## src/rtl/core/pvc_pkg.sv

```systemverilog
// Package for the velocity-form PI controller.
// Shared unit opcodes, request struct, register indexes and constants.
// No dependencies.
`default_nettype none
package pvc_pkg;

    localparam int DataW = 32;
    localparam int MagW  = 31;
    localparam int WideW = 64;
    localparam int DivW  = 128;
    localparam int CntW  = 7;

    localparam logic [MagW-1:0] ITIME_MIN_RAW = 31'd655;   // 0.01 s
    localparam logic [WideW-1:0] GAIN_PCT     = 64'd100;
    // x / 20 == (x * ceil(2^36 / 20)) >> 36 for any x below 2^31 (5 percent of span)
    localparam logic [WideW-1:0] LIMIT_RECIP  = 64'd3435973837;
    localparam int               LIMIT_SHIFT  = 36;
    localparam int               FRAC_BITS    = 16;

    typedef enum logic [2:0] {
        REG_ENABLE    = 3'd0,
        REG_SETPOINT  = 3'd1,
        REG_PROP_BAND = 3'd2,
        REG_ITIME     = 3'd3,
        REG_DIRECT    = 3'd4,
        REG_PV_SPAN   = 3'd5,
        REG_MV_SPAN   = 3'd6,
        REG_FTIME     = 3'd7
    } cfg_idx_t;

    typedef enum logic [0:0] {
        OP_MUL = 1'b0,
        OP_DIV = 1'b1
    } alu_op_t;

    // MUL: opa[63:0] * opb. DIV: min(opa / opb, cap).
    typedef struct packed {
        alu_op_t           op;
        logic [DivW-1:0]   opa;
        logic [WideW-1:0]  opb;
        logic [WideW-1:0]  cap;
    } alu_req_t;

endpackage
`default_nettype wire

```

## src/rtl/core/pi_velocity_controller_top.sv

```systemverilog
// PI velocity controller top: config registers, sequencer, shared ALU.
// Disabled: result valid in the cycle after acceptance. Enabled: optional lag filter,
// error, optional integral term, gain, limit, band and change multiplies, capped divide.
// One item at a time; the next item is accepted once the sequencer is idle and the
// output register is free or being read. Reset: synchronous active-low aresetn; filter
// state -1, last error 0, registers to their defaults. Depends on pvc_pkg, pvc_alu.
`default_nettype none
module pi_velocity_controller_top import pvc_pkg::*; (
    input  wire logic        aclk,
    input  wire logic        aresetn,
    input  wire logic        s_tvalid,
    output logic             s_tready,
    input  wire logic [95:0] s_tdata,   // measured_value[31:0], time_step[62:32], present_output[93:63]
    output logic             m_tvalid,
    input  wire logic        m_tready,
    output logic [95:0]      m_tdata,   // filtered_measure[31:0], new_output[62:32],
                                        // output_change[94:63]
    output logic             m_tuser,   // active[0]
    input  wire logic        cfg_valid,
    output logic             cfg_ready,
    input  wire logic [2:0]  cfg_index,
    input  wire logic [31:0] cfg_data
);

    typedef enum logic [11:0] {
        ST_IDLE  = 12'b000000000001,
        ST_FMUL1 = 12'b000000000010,
        ST_FMUL2 = 12'b000000000100,
        ST_FDIV  = 12'b000000001000,
        ST_ERR   = 12'b000000010000,
        ST_IMUL  = 12'b000000100000,
        ST_IDIV  = 12'b000001000000,
        ST_KMUL  = 12'b000010000000,
        ST_LDIV  = 12'b000100000000,
        ST_DMUL  = 12'b001000000000,
        ST_CMUL  = 12'b010000000000,
        ST_CDIV  = 12'b100000000000
    } state_t;

    // configuration
    logic                   enable_reg, direct_reg;
    logic signed [DataW-1:0] setpoint_reg;
    logic [MagW-1:0]        pb_reg, it_reg, pvs_reg, mvs_reg, ft_reg;

    // sequencer state
    state_t                 state_reg, state_next;
    logic                   launched_reg, launched_next;
    logic                   done_seen_reg, done_seen_next;
    logic signed [DataW-1:0] fv_reg, fv_next;
    logic signed [DataW-1:0] lerr_reg, lerr_next;
    logic signed [DataW-1:0] pv_reg, pv_next;
    logic [MagW-1:0]        dt_reg, dt_next, pres_reg, pres_next;
    logic [WideW-1:0]       t1_reg, t1_next;
    logic                   nneg_reg, nneg_next;
    logic signed [DataW-1:0] err_reg, err_next;
    logic signed [WideW-1:0] term_reg, term_next;
    logic [WideW-1:0]       k_reg, k_next, den_reg, den_next, lim_reg, lim_next;

    // output register
    logic                   ovalid_reg, ovalid_next;
    logic [95:0]            odata_reg, odata_next;

    alu_req_t               req;
    logic                   alu_start, alu_done;
    logic [DivW-1:0]        alu_res;
    logic                   arith;

    logic [DataW:0]         pv_mag, err_mag;
    logic signed [WideW-1:0] n_sum;
    logic [DataW:0]         e33, d33;
    logic signed [DataW-1:0] e_sat;
    logic [WideW-1:0]       term_mag;
    logic [DataW-1:0]       fq, chg_mag, change;
    logic                   cneg;
    logic signed [DataW:0]  mv33;
    logic [MagW-1:0]        mv_out;
    logic [MagW-1:0]        pvs_eff, pb_eff;

    pvc_alu u_alu (
        .aclk    (aclk),
        .aresetn (aresetn),
        .start   (alu_start),
        .req     (req),
        .done    (alu_done),
        .res     (alu_res)
    );

    assign cfg_ready = 1'b1;
    assign s_tready  = (state_reg == ST_IDLE) && !launched_reg && (!ovalid_reg || m_tready);
    assign m_tvalid  = ovalid_reg;
    assign m_tdata   = {1'b0, odata_reg[94:0]};
    assign m_tuser   = odata_reg[95];

    assign arith     = (state_reg != ST_IDLE) && (state_reg != ST_ERR);
    assign alu_start = arith && !launched_reg;

    assign pv_mag   = pv_reg[DataW-1] ? ((DataW+1)'(0) - {pv_reg[DataW-1], pv_reg})
                                      : {1'b0, pv_reg};
    assign err_mag  = err_reg[DataW-1] ? ((DataW+1)'(0) - {err_reg[DataW-1], err_reg})
                                       : {1'b0, err_reg};
    assign term_mag = term_reg[WideW-1] ? (WideW'(0) - term_reg) : term_reg;
    assign pvs_eff  = (pvs_reg == '0) ? MagW'(1) : pvs_reg;
    assign pb_eff   = (pb_reg == '0) ? MagW'(1) : pb_reg;

    // request to the shared unit per state
    always_comb begin
        req.op  = OP_MUL;
        req.opa = '0;
        req.opb = '0;
        req.cap = '1;
        unique case (state_reg)
            ST_FMUL1: begin
                req.opa = {{(DivW-DataW){1'b0}}, fv_reg};
                req.opb = {{(WideW-MagW){1'b0}}, ft_reg};
            end
            ST_FMUL2: begin
                req.opa = {{(DivW-DataW-1){1'b0}}, pv_mag};
                req.opb = {{(WideW-MagW){1'b0}}, dt_reg};
            end
            ST_FDIV: begin
                req.op  = OP_DIV;
                req.opa = {{(DivW-WideW){1'b0}}, t1_reg};
                req.opb = {{(WideW-MagW){1'b0}}, ft_reg} + {{(WideW-MagW){1'b0}}, dt_reg};
            end
            ST_IMUL: begin
                req.opa = {{(DivW-DataW-1){1'b0}}, err_mag};
                req.opb = {{(WideW-MagW){1'b0}}, dt_reg};
            end
            ST_IDIV: begin
                req.op  = OP_DIV;
                req.opa = alu_res;    // product still held by the unit
                req.opb = {{(WideW-MagW){1'b0}}, it_reg};
            end
            ST_KMUL: begin
                req.opa = {{(DivW-MagW){1'b0}}, mvs_reg};
                req.opb = GAIN_PCT;
            end
            ST_LDIV: begin
                // span / 20 as a reciprocal multiply
                req.opa = {{(DivW-MagW){1'b0}}, mvs_reg};
                req.opb = LIMIT_RECIP;
            end
            ST_DMUL: begin
                req.opa = {{(DivW-MagW){1'b0}}, pvs_eff};
                req.opb = {{(WideW-MagW){1'b0}}, pb_eff};
            end
            ST_CMUL: begin
                req.opa = {{(DivW-WideW){1'b0}}, term_mag};
                req.opb = k_reg;
            end
            ST_CDIV: begin
                req.op  = OP_DIV;
                req.opa = {alu_res[DivW-FRAC_BITS-1:0], {FRAC_BITS{1'b0}}};
                req.opb = den_reg;
                req.cap = lim_reg;
            end
            default: ;
        endcase
    end

    always_comb begin
        state_next     = state_reg;
        launched_next  = launched_reg;
        done_seen_next = done_seen_reg;
        fv_next        = fv_reg;
        lerr_next      = lerr_reg;
        pv_next        = pv_reg;
        dt_next        = dt_reg;
        pres_next      = pres_reg;
        t1_next        = t1_reg;
        nneg_next      = nneg_reg;
        err_next       = err_reg;
        term_next      = term_reg;
        k_next         = k_reg;
        den_next       = den_reg;
        lim_next       = lim_reg;
        ovalid_next    = ovalid_reg;
        odata_next     = odata_reg;

        n_sum   = pv_reg[DataW-1] ? ($signed(t1_reg) - $signed(alu_res[WideW-1:0]))
                                  : ($signed(t1_reg) + $signed(alu_res[WideW-1:0]));
        fq      = alu_res[DataW-1:0];
        e33     = {fv_reg[DataW-1], fv_reg} - {setpoint_reg[DataW-1], setpoint_reg};
        e_sat   = (e33[DataW] != e33[DataW-1])
                ? (e33[DataW] ? {1'b1, {(DataW-1){1'b0}}} : {1'b0, {(DataW-1){1'b1}}})
                : e33[DataW-1:0];
        d33     = {e_sat[DataW-1], e_sat} - {lerr_reg[DataW-1], lerr_reg};
        chg_mag = alu_res[DataW-1:0];
        cneg    = term_reg[WideW-1] ^ direct_reg;
        change  = cneg ? (DataW'(0) - chg_mag) : chg_mag;
        mv33    = $signed({2'b00, pres_reg}) + $signed({change[DataW-1], change});
        if (mv33[DataW])
            mv_out = '0;
        else if (mv33 > $signed({2'b00, mvs_reg}))
            mv_out = mvs_reg;
        else
            mv_out = mv33[MagW-1:0];

        if (ovalid_reg && m_tready)
            ovalid_next = 1'b0;

        if (alu_start)
            launched_next = 1'b1;
        if (alu_done)
            launched_next = 1'b0;

        unique case (state_reg)
            ST_IDLE: begin
                if (s_tvalid && s_tready) begin
                    pv_next   = s_tdata[31:0];
                    dt_next   = s_tdata[62:32];
                    pres_next = s_tdata[93:63];
                    if (!enable_reg) begin
                        ovalid_next = 1'b1;
                        odata_next  = {1'b0, {DataW{1'b0}}, s_tdata[93:63], fv_reg};
                    end else if (fv_reg[DataW-1] || (ft_reg == '0)) begin
                        fv_next    = s_tdata[31:0];
                        state_next = ST_ERR;
                    end else begin
                        state_next = ST_FMUL1;
                    end
                end
            end
            ST_FMUL1: begin
                if (alu_done) begin
                    t1_next    = alu_res[WideW-1:0];
                    state_next = ST_FMUL2;
                end
            end
            ST_FMUL2: begin
                if (alu_done) begin
                    nneg_next  = n_sum[WideW-1];
                    t1_next    = n_sum[WideW-1] ? (WideW'(0) - n_sum) : n_sum;
                    state_next = ST_FDIV;
                end
            end
            ST_FDIV: begin
                if (alu_done) begin
                    fv_next    = nneg_reg ? (DataW'(0) - fq) : fq;
                    state_next = ST_ERR;
                end
            end
            ST_ERR: begin
                err_next   = e_sat;
                lerr_next  = e_sat;
                term_next  = {{(WideW-DataW-1){d33[DataW]}}, d33};
                state_next = (it_reg > ITIME_MIN_RAW) ? ST_IMUL : ST_KMUL;
            end
            ST_IMUL: begin
                if (alu_done)
                    state_next = ST_IDIV;
            end
            ST_IDIV: begin
                if (alu_done) begin
                    term_next  = err_reg[DataW-1] ? (term_reg - $signed(alu_res[WideW-1:0]))
                                                  : (term_reg + $signed(alu_res[WideW-1:0]));
                    state_next = ST_KMUL;
                end
            end
            ST_KMUL: begin
                if (alu_done) begin
                    k_next     = alu_res[WideW-1:0];
                    state_next = ST_LDIV;
                end
            end
            ST_LDIV: begin
                if (alu_done) begin
                    lim_next   = alu_res[LIMIT_SHIFT+WideW-1:LIMIT_SHIFT];
                    state_next = ST_DMUL;
                end
            end
            ST_DMUL: begin
                if (alu_done) begin
                    den_next   = alu_res[WideW-1:0];
                    state_next = ST_CMUL;
                end
            end
            ST_CMUL: begin
                if (alu_done)
                    state_next = ST_CDIV;
            end
            ST_CDIV: begin
                // quotient stays in the unit until the output register is free
                if (alu_done || done_seen_reg) begin
                    if (!ovalid_reg || m_tready) begin
                        ovalid_next    = 1'b1;
                        odata_next     = {1'b1, change, mv_out, fv_reg};
                        launched_next  = 1'b0;
                        done_seen_next = 1'b0;
                        state_next     = ST_IDLE;
                    end else begin
                        launched_next  = 1'b1;
                        done_seen_next = 1'b1;
                    end
                end
            end
            default: state_next = ST_IDLE;
        endcase
    end

    always_ff @(posedge aclk) begin
        if (!aresetn) begin
            state_reg     <= ST_IDLE;
            launched_reg  <= 1'b0;
            done_seen_reg <= 1'b0;
            ovalid_reg    <= 1'b0;
            fv_reg        <= '1;
            lerr_reg      <= '0;
            enable_reg    <= 1'b0;
            setpoint_reg  <= '0;
            pb_reg        <= 31'd65536000;
            it_reg        <= 31'd3276800;
            direct_reg    <= 1'b1;
            pvs_reg       <= 31'd655360;
            mvs_reg       <= 31'd6553600;
            ft_reg        <= '0;
        end else begin
            state_reg     <= state_next;
            launched_reg  <= launched_next;
            done_seen_reg <= done_seen_next;
            ovalid_reg    <= ovalid_next;
            fv_reg        <= fv_next;
            lerr_reg      <= lerr_next;
            if (cfg_valid && cfg_ready) begin
                unique case (cfg_idx_t'(cfg_index))
                    REG_ENABLE:    enable_reg   <= cfg_data[0];
                    REG_SETPOINT:  setpoint_reg <= cfg_data;
                    REG_PROP_BAND: pb_reg       <= cfg_data[MagW-1:0];
                    REG_ITIME:     it_reg       <= cfg_data[MagW-1:0];
                    REG_DIRECT:    direct_reg   <= cfg_data[0];
                    REG_PV_SPAN:   pvs_reg      <= cfg_data[MagW-1:0];
                    REG_MV_SPAN:   mvs_reg      <= cfg_data[MagW-1:0];
                    REG_FTIME:     ft_reg       <= cfg_data[MagW-1:0];
                    default: ;
                endcase
            end
        end
    end

    always_ff @(posedge aclk) begin
        pv_reg    <= pv_next;
        dt_reg    <= dt_next;
        pres_reg  <= pres_next;
        t1_reg    <= t1_next;
        nneg_reg  <= nneg_next;
        err_reg   <= err_next;
        term_reg  <= term_next;
        k_reg     <= k_next;
        den_reg   <= den_next;
        lim_reg   <= lim_next;
        odata_reg <= odata_next;
    end

endmodule
`default_nettype wire

```

## src/rtl/core/pvc_alu.sv

```systemverilog
// Shared bit-serial multiply / capped restoring divide unit.
// MUL runs 64 steps, DIV 128; start loads the operands and done is registered. Depends on pvc_pkg.
`default_nettype none
module pvc_alu import pvc_pkg::*; (
    input  wire logic             aclk,
    input  wire logic             aresetn,
    input  wire logic             start,
    input  alu_req_t              req,
    output logic                  done,
    output logic [DivW-1:0]       res
);

    alu_op_t            op_reg, op_next;
    logic               busy_reg, busy_next;
    logic               done_reg, done_next;
    logic [CntW-1:0]    cnt_reg, cnt_next;
    logic [DivW-1:0]    acc_reg, acc_next;
    logic [WideW-1:0]   b_reg, b_next;
    logic [WideW-1:0]   rem_reg, rem_next;
    logic [WideW-1:0]   q_reg, q_next;
    logic [WideW-1:0]   cap_reg, cap_next;
    logic               over_reg, over_next;

    logic [WideW:0]     sum;
    logic [WideW:0]     trial;
    logic [WideW-1:0]   q_shift;
    logic               last;

    always_comb begin
        op_next   = op_reg;
        busy_next = busy_reg;
        done_next = 1'b0;
        cnt_next  = cnt_reg;
        acc_next  = acc_reg;
        b_next    = b_reg;
        rem_next  = rem_reg;
        q_next    = q_reg;
        cap_next  = cap_reg;
        over_next = over_reg;
        sum       = {1'b0, acc_reg[DivW-1:WideW]} + (acc_reg[0] ? {1'b0, b_reg} : '0);
        trial     = {rem_reg, acc_reg[DivW-1]};
        q_shift   = '0;
        last      = (op_reg == OP_MUL) ? (cnt_reg == CntW'(WideW - 1)) : (&cnt_reg);
        if (start) begin
            op_next   = req.op;
            busy_next = 1'b1;
            cnt_next  = '0;
            b_next    = req.opb;
            cap_next  = req.cap;
            rem_next  = '0;
            q_next    = '0;
            over_next = 1'b0;
            acc_next  = (req.op == OP_MUL) ? {{WideW{1'b0}}, req.opa[WideW-1:0]} : req.opa;
        end else if (busy_reg) begin
            unique case (op_reg)
                OP_MUL: begin
                    acc_next = {sum, acc_reg[WideW-1:1]};
                end
                OP_DIV: begin
                    acc_next = {acc_reg[DivW-2:0], 1'b0};
                    if (trial >= {1'b0, b_reg}) begin
                        rem_next = WideW'(trial - {1'b0, b_reg});
                        q_shift  = {q_reg[WideW-2:0], 1'b1};
                    end else begin
                        rem_next = trial[WideW-1:0];
                        q_shift  = {q_reg[WideW-2:0], 1'b0};
                    end
                    q_next    = q_shift;
                    // quotient prefixes only grow, so once past the cap it stays there
                    over_next = over_reg | q_reg[WideW-1] | (q_shift > cap_reg);
                end
                default: ;
            endcase
            cnt_next = cnt_reg + 1'b1;
            if (last) begin
                busy_next = 1'b0;
                done_next = 1'b1;
            end
        end
    end

    always_ff @(posedge aclk) begin
        if (!aresetn) begin
            busy_reg <= 1'b0;
            done_reg <= 1'b0;
            op_reg   <= OP_MUL;
            cnt_reg  <= '0;
        end else begin
            busy_reg <= busy_next;
            done_reg <= done_next;
            op_reg   <= op_next;
            cnt_reg  <= cnt_next;
        end
    end

    always_ff @(posedge aclk) begin
        acc_reg  <= acc_next;
        b_reg    <= b_next;
        rem_reg  <= rem_next;
        q_reg    <= q_next;
        cap_reg  <= cap_next;
        over_reg <= over_next;
    end

    assign done = done_reg;
    assign res  = (op_reg == OP_MUL) ? acc_reg
                : {{WideW{1'b0}}, (over_reg ? cap_reg : q_reg)};

endmodule
`default_nettype wire
```

## config.mk

```make
export PLATFORM = sky130hd
export DESIGN_NAME = pi_velocity_controller_top
export DESIGN_NICKNAME = d
export VERILOG_FILES = /design/src/rtl/core/pvc_pkg.sv /design/src/rtl/core/pi_velocity_controller_top.sv /design/src/rtl/core/pvc_alu.sv
export SDC_FILE = /design/constraint.sdc
export NUM_CORES = 2
export LEC_CHECK = 0
export CELL_PAD_IN_SITES_DETAIL_PLACEMENT = 1
export CELL_PAD_IN_SITES_GLOBAL_PLACEMENT = 1
export CORE_ASPECT_RATIO = 0.7
export CORE_UTILIZATION = 46
export DETAILED_ROUTE_END_ITERATION = 7
export DONT_BUFFER_PORTS = 1
export PLACE_DENSITY_LB_ADDON = 0.1
export SLEW_MARGIN = 20
export SYNTH_ARGS = -nofsm -noshare
export SYNTH_HDL_FRONTEND = slang
export SYNTH_SLANG_ARGS = --single-unit
```

## constraint.sdc

```tcl
create_clock -name aclk -period 8.1 [get_ports aclk]
set_input_delay 1.62 -clock aclk [delete_from_list [all_inputs] [get_ports aclk]]
set_output_delay 1.62 -clock aclk [all_outputs]
set_load 0.02 [all_outputs]
```

==> summary.md <==
| Metric | Value |
|---|---|
| Status | finished with violations |
| Violated checks | DRC |
| R2R setup slack | 150 ps |
| CP delay by family, top | simple AND/OR/NAND/NOR gates |
| Post-synthesis mux area share | 2.467% |
| Placed Area | 84,380 um2 |
| Relative slew slack | 17.42% |
| First-pass GRT wire length | 519,800 um |
| Number of synthesized register bits | 1,206 |
| Ys Warns | 0 |
| Final hold viol count | 0 |
| Leading cell type in the layout, fill and taps excluded | nand2_1 |
| Final setup viols | 0 |
| Worst skew pair latency | 810 ps |
| Cells after Synth | 8,987 |
| Die ar. | 176,100 um2 |
| Final instance area | 89,210 um2 |
| Power, Total | 43.71 mW |
| Footprint of the multi-input gates | 45,070 um2 |
| Number of synthesized flops with an enable pin | 799 |
| Final net count | 9,631 |
| Int Power | 22.17 mW |
| Area delta synth->final | 11.18% |
| Max reg flops | 128 |
| Net Sw Frac | 49.28% |
| Synth Area per Inst | 8.928 um2 |
| Placement Setup Slack | -226.9 ps |
| Syn nets | 9,617 |
| CP peak stage delay | 620 ps |
| Startpoint Class | flip-flop |
| Vias per cell | 6.650 |
| Synthesized area | 80,240 um2 |
| Die W | 501.2 um |
| Crit path max fanout | 8 |
| MaxCap Viol Count | 0 |
| Vias in the first global route | 71,870 |
| Io pins | 236 |
| Synth Area in Simple Gates | 16.44% |
| Rows | 127 |
| Layout cell share with drive strength beyond 1 | 8.146% |
| Critical path type | flip-flop to flip-flop |
| Largest family of logic cells by synthesized area | compound AO/OA/AOI/OAI gates |
| Average wire per standard cell | 32.16 um |
| CP dominant cell by count | nor2_1 |
| Pleak | 33.36 nW |
| Final WL | 368,800 um |
| Distinct cells, synth | 99 |
| Final period util | 98.21% |
| Sequential power share | 23.9% |
| Hold slack | 457.7 ps |
| CTS Buffer Depth | 3 |
| XOR/XNOR Fraction of Synth Area | 7.397% |
| Slowest CP cell | or4_1 |
| Final ANT Viol Nets | 0 |
| TritonCTS buffer count | 132 |
| Seq/Total Area, Yosys | 40.06% |
| Core area | 172,300 um2 |
| DRT Pass-1 Iters | 8 |
| Setup Skew | 28.09 ps |
| FF+latch area | 32,150 um2 |
| Initial Utilization | 46.58% |
| Setup TNS | 0 ps |
| Routed vias | 76,240 |
| H-Tree Level Count | 4 |
| Share of flip-flops with an asynchronous set or reset | 0% |
| Least-Margin Pin Slew | 1227 ps |
| PwrDens | 490.0 nW/um2 |
| Die height | 351.4 um |
| Switch Pwr | 21.54 mW |
| Largest net degree at the start of global routing | 182 |
| Comb pwr share | 61.4% |
| Setup ws final | 145.2 ps |
| Initial antenna violation count | 63 |
| Top FF cell, synth | edfxtp_1 |
| GRT Total Usage | 40.63% |
| CTS sink cnt | 1,206 |
| Commonest non-fill, non-tap cells in the layout | nand2_1, a21oi_1, edfxtp_1 |
| Compound-Gate Fraction of Synth Area | 21.50% |
| I/O Buffers | 0 |
| Crit path arrival time | 8470 ps |
| Crit path time final | 7955 ps |
| Clock share of power | 14.7% |
| Remaining global-route overflow | 0 |
| Clock slew at reported path FFs | 60 ps |
| Root buffer cell | clkbuf_16 |
| GP Congestion | 1.062 |
| Post-synthesis adder-cell area fraction | 7.940% |
| Crit. End Element | flip-flop |
| Worst Hold Class | flip-flop to flip-flop |
| Buf/Inv on CP | 3 |
| Initial drt markers | 10,910 |
| Fillers | 19,840 |
| Max IR drop VDD | 0.4533 mV |
| Fmax | 125.7 MHz |
| CP Data Required Time | 8610 ps |
| Slew Limit Fails | 0 |
| DRC Markers | 3 |
| Final HPWL DP | 278,400 um |
| CTS tree | built |
[power by group through the flow]
| stage | Sequential (mW) | Combinational, mW | Clock [mW] |
|---|---|---|---|
| finish | 10.4 | 26.8 | 6.44 |
| CTS | 10.4 | 25.8 | 6.48 |
| floorplan | 9.98 | 16.3 | 0 |
| global route | 10.5 | 28.5 | 6.66 |
| detailed placement | 10.5 | 25.6 | 0 |
| global placement | 10.5 | 24.9 | 0 |
[kinds of logic (layout without fill, tap and decap cells)]
logic type / after synthesis / count (layout)
AOI/OAI and AO/OA: 2706 / 2706
xor gates and xnor gates: 676 / 676
adders and majority gates: 507 / 507
buffers and inverters: 885 / 1007
DFF: 1206 / 1206
muxes: 197 / 197
other: 2 / 36
and+or+nand+nor: 2808 / 2808
[cells in the mapped netlist, types with 109 or more instances]
cell / number / share of area (%)
dfxtp_1: 407 / 10
nor2b_1: 142 / 1.1
xor2_1: 196 / 2.1
a21oi_1: 912 / 5.7
mux2i_1: 191 / 2.4
clkbuf_1: 426 / 2.0
nand2b_1: 149 / 1.2
nand2_1: 1088 / 5.1
ha_1: 486 / 7.6
inv_1: 367 / 1.7
nor3_1: 109 / 0.68
edfxtp_1: 799 / 30
o21ai_0: 534 / 3.3
a21o_1: 218 / 2.0
and2_1: 128 / 1.0
nand3_1: 139 / 0.87
xnor2_1: 478 / 5.2
nor2_1: 636 / 3.0
[through the flow]
step	cells	util (%)
3_3_place_gp	11180	48.98
2_1_floorplan	8987	-
4_1_cts	11420	51.59
5_1_grt	11440	51.75
6_report	11470	51.79
3_5_place_dp	11180	48.98
[worst min-delay path, cell delays in order, from the launching register on]
cell     delay (ps)
dfxtp_1         320
nand2_1          40
o21ai_0          60
[cell type report]
class / count / area share (%)
sequential: 1206 / 36.04
tap: 2322 / 3.257
timing repair buffer: 380 / 3.442
antenna: 34 / 0.09537
clock buffer: 172 / 4.171
multi-input combinational: 6896 / 50.52
inverter: 385 / 1.645
clock inverter: 70 / 0.8345
[repair_timing]
item	4_1_cts	5_1_grt
resized for setup	5	31
hold buffers	0	0
pin swaps	0	2
endpoints found under the setup margin	31	125
buffers inserted	0	1
[worst paths after layout]
| check | depth (start not counted) | endpoint | startpoint |
|---|---|---|---|
| max | 28 | t1_reg[54] | u_alu.over_reg |
| min | 2 | lerr_reg[3] | lerr_reg[3] |
| max reg2reg | 28 | t1_reg[54] | u_alu.over_reg |
| min reg2reg | 2 | lerr_reg[3] | lerr_reg[3] |
[routing by layer]
metal | up-vias | routed length, um | share of wire, % | global-route usage [%]
met5 | - | 647 | 0.18 | 1.517
met4 | 24 | 11370 | 3.1 | 11.93
met3 | 613 | 48260 | 13 | 13.02
met2 | 4174 | 143700 | 39 | 54.72
met1 | 38450 | 164800 | 45 | 60.61
li1 | 32980 | - | - | -
Power figures use the tool's default switching activity.
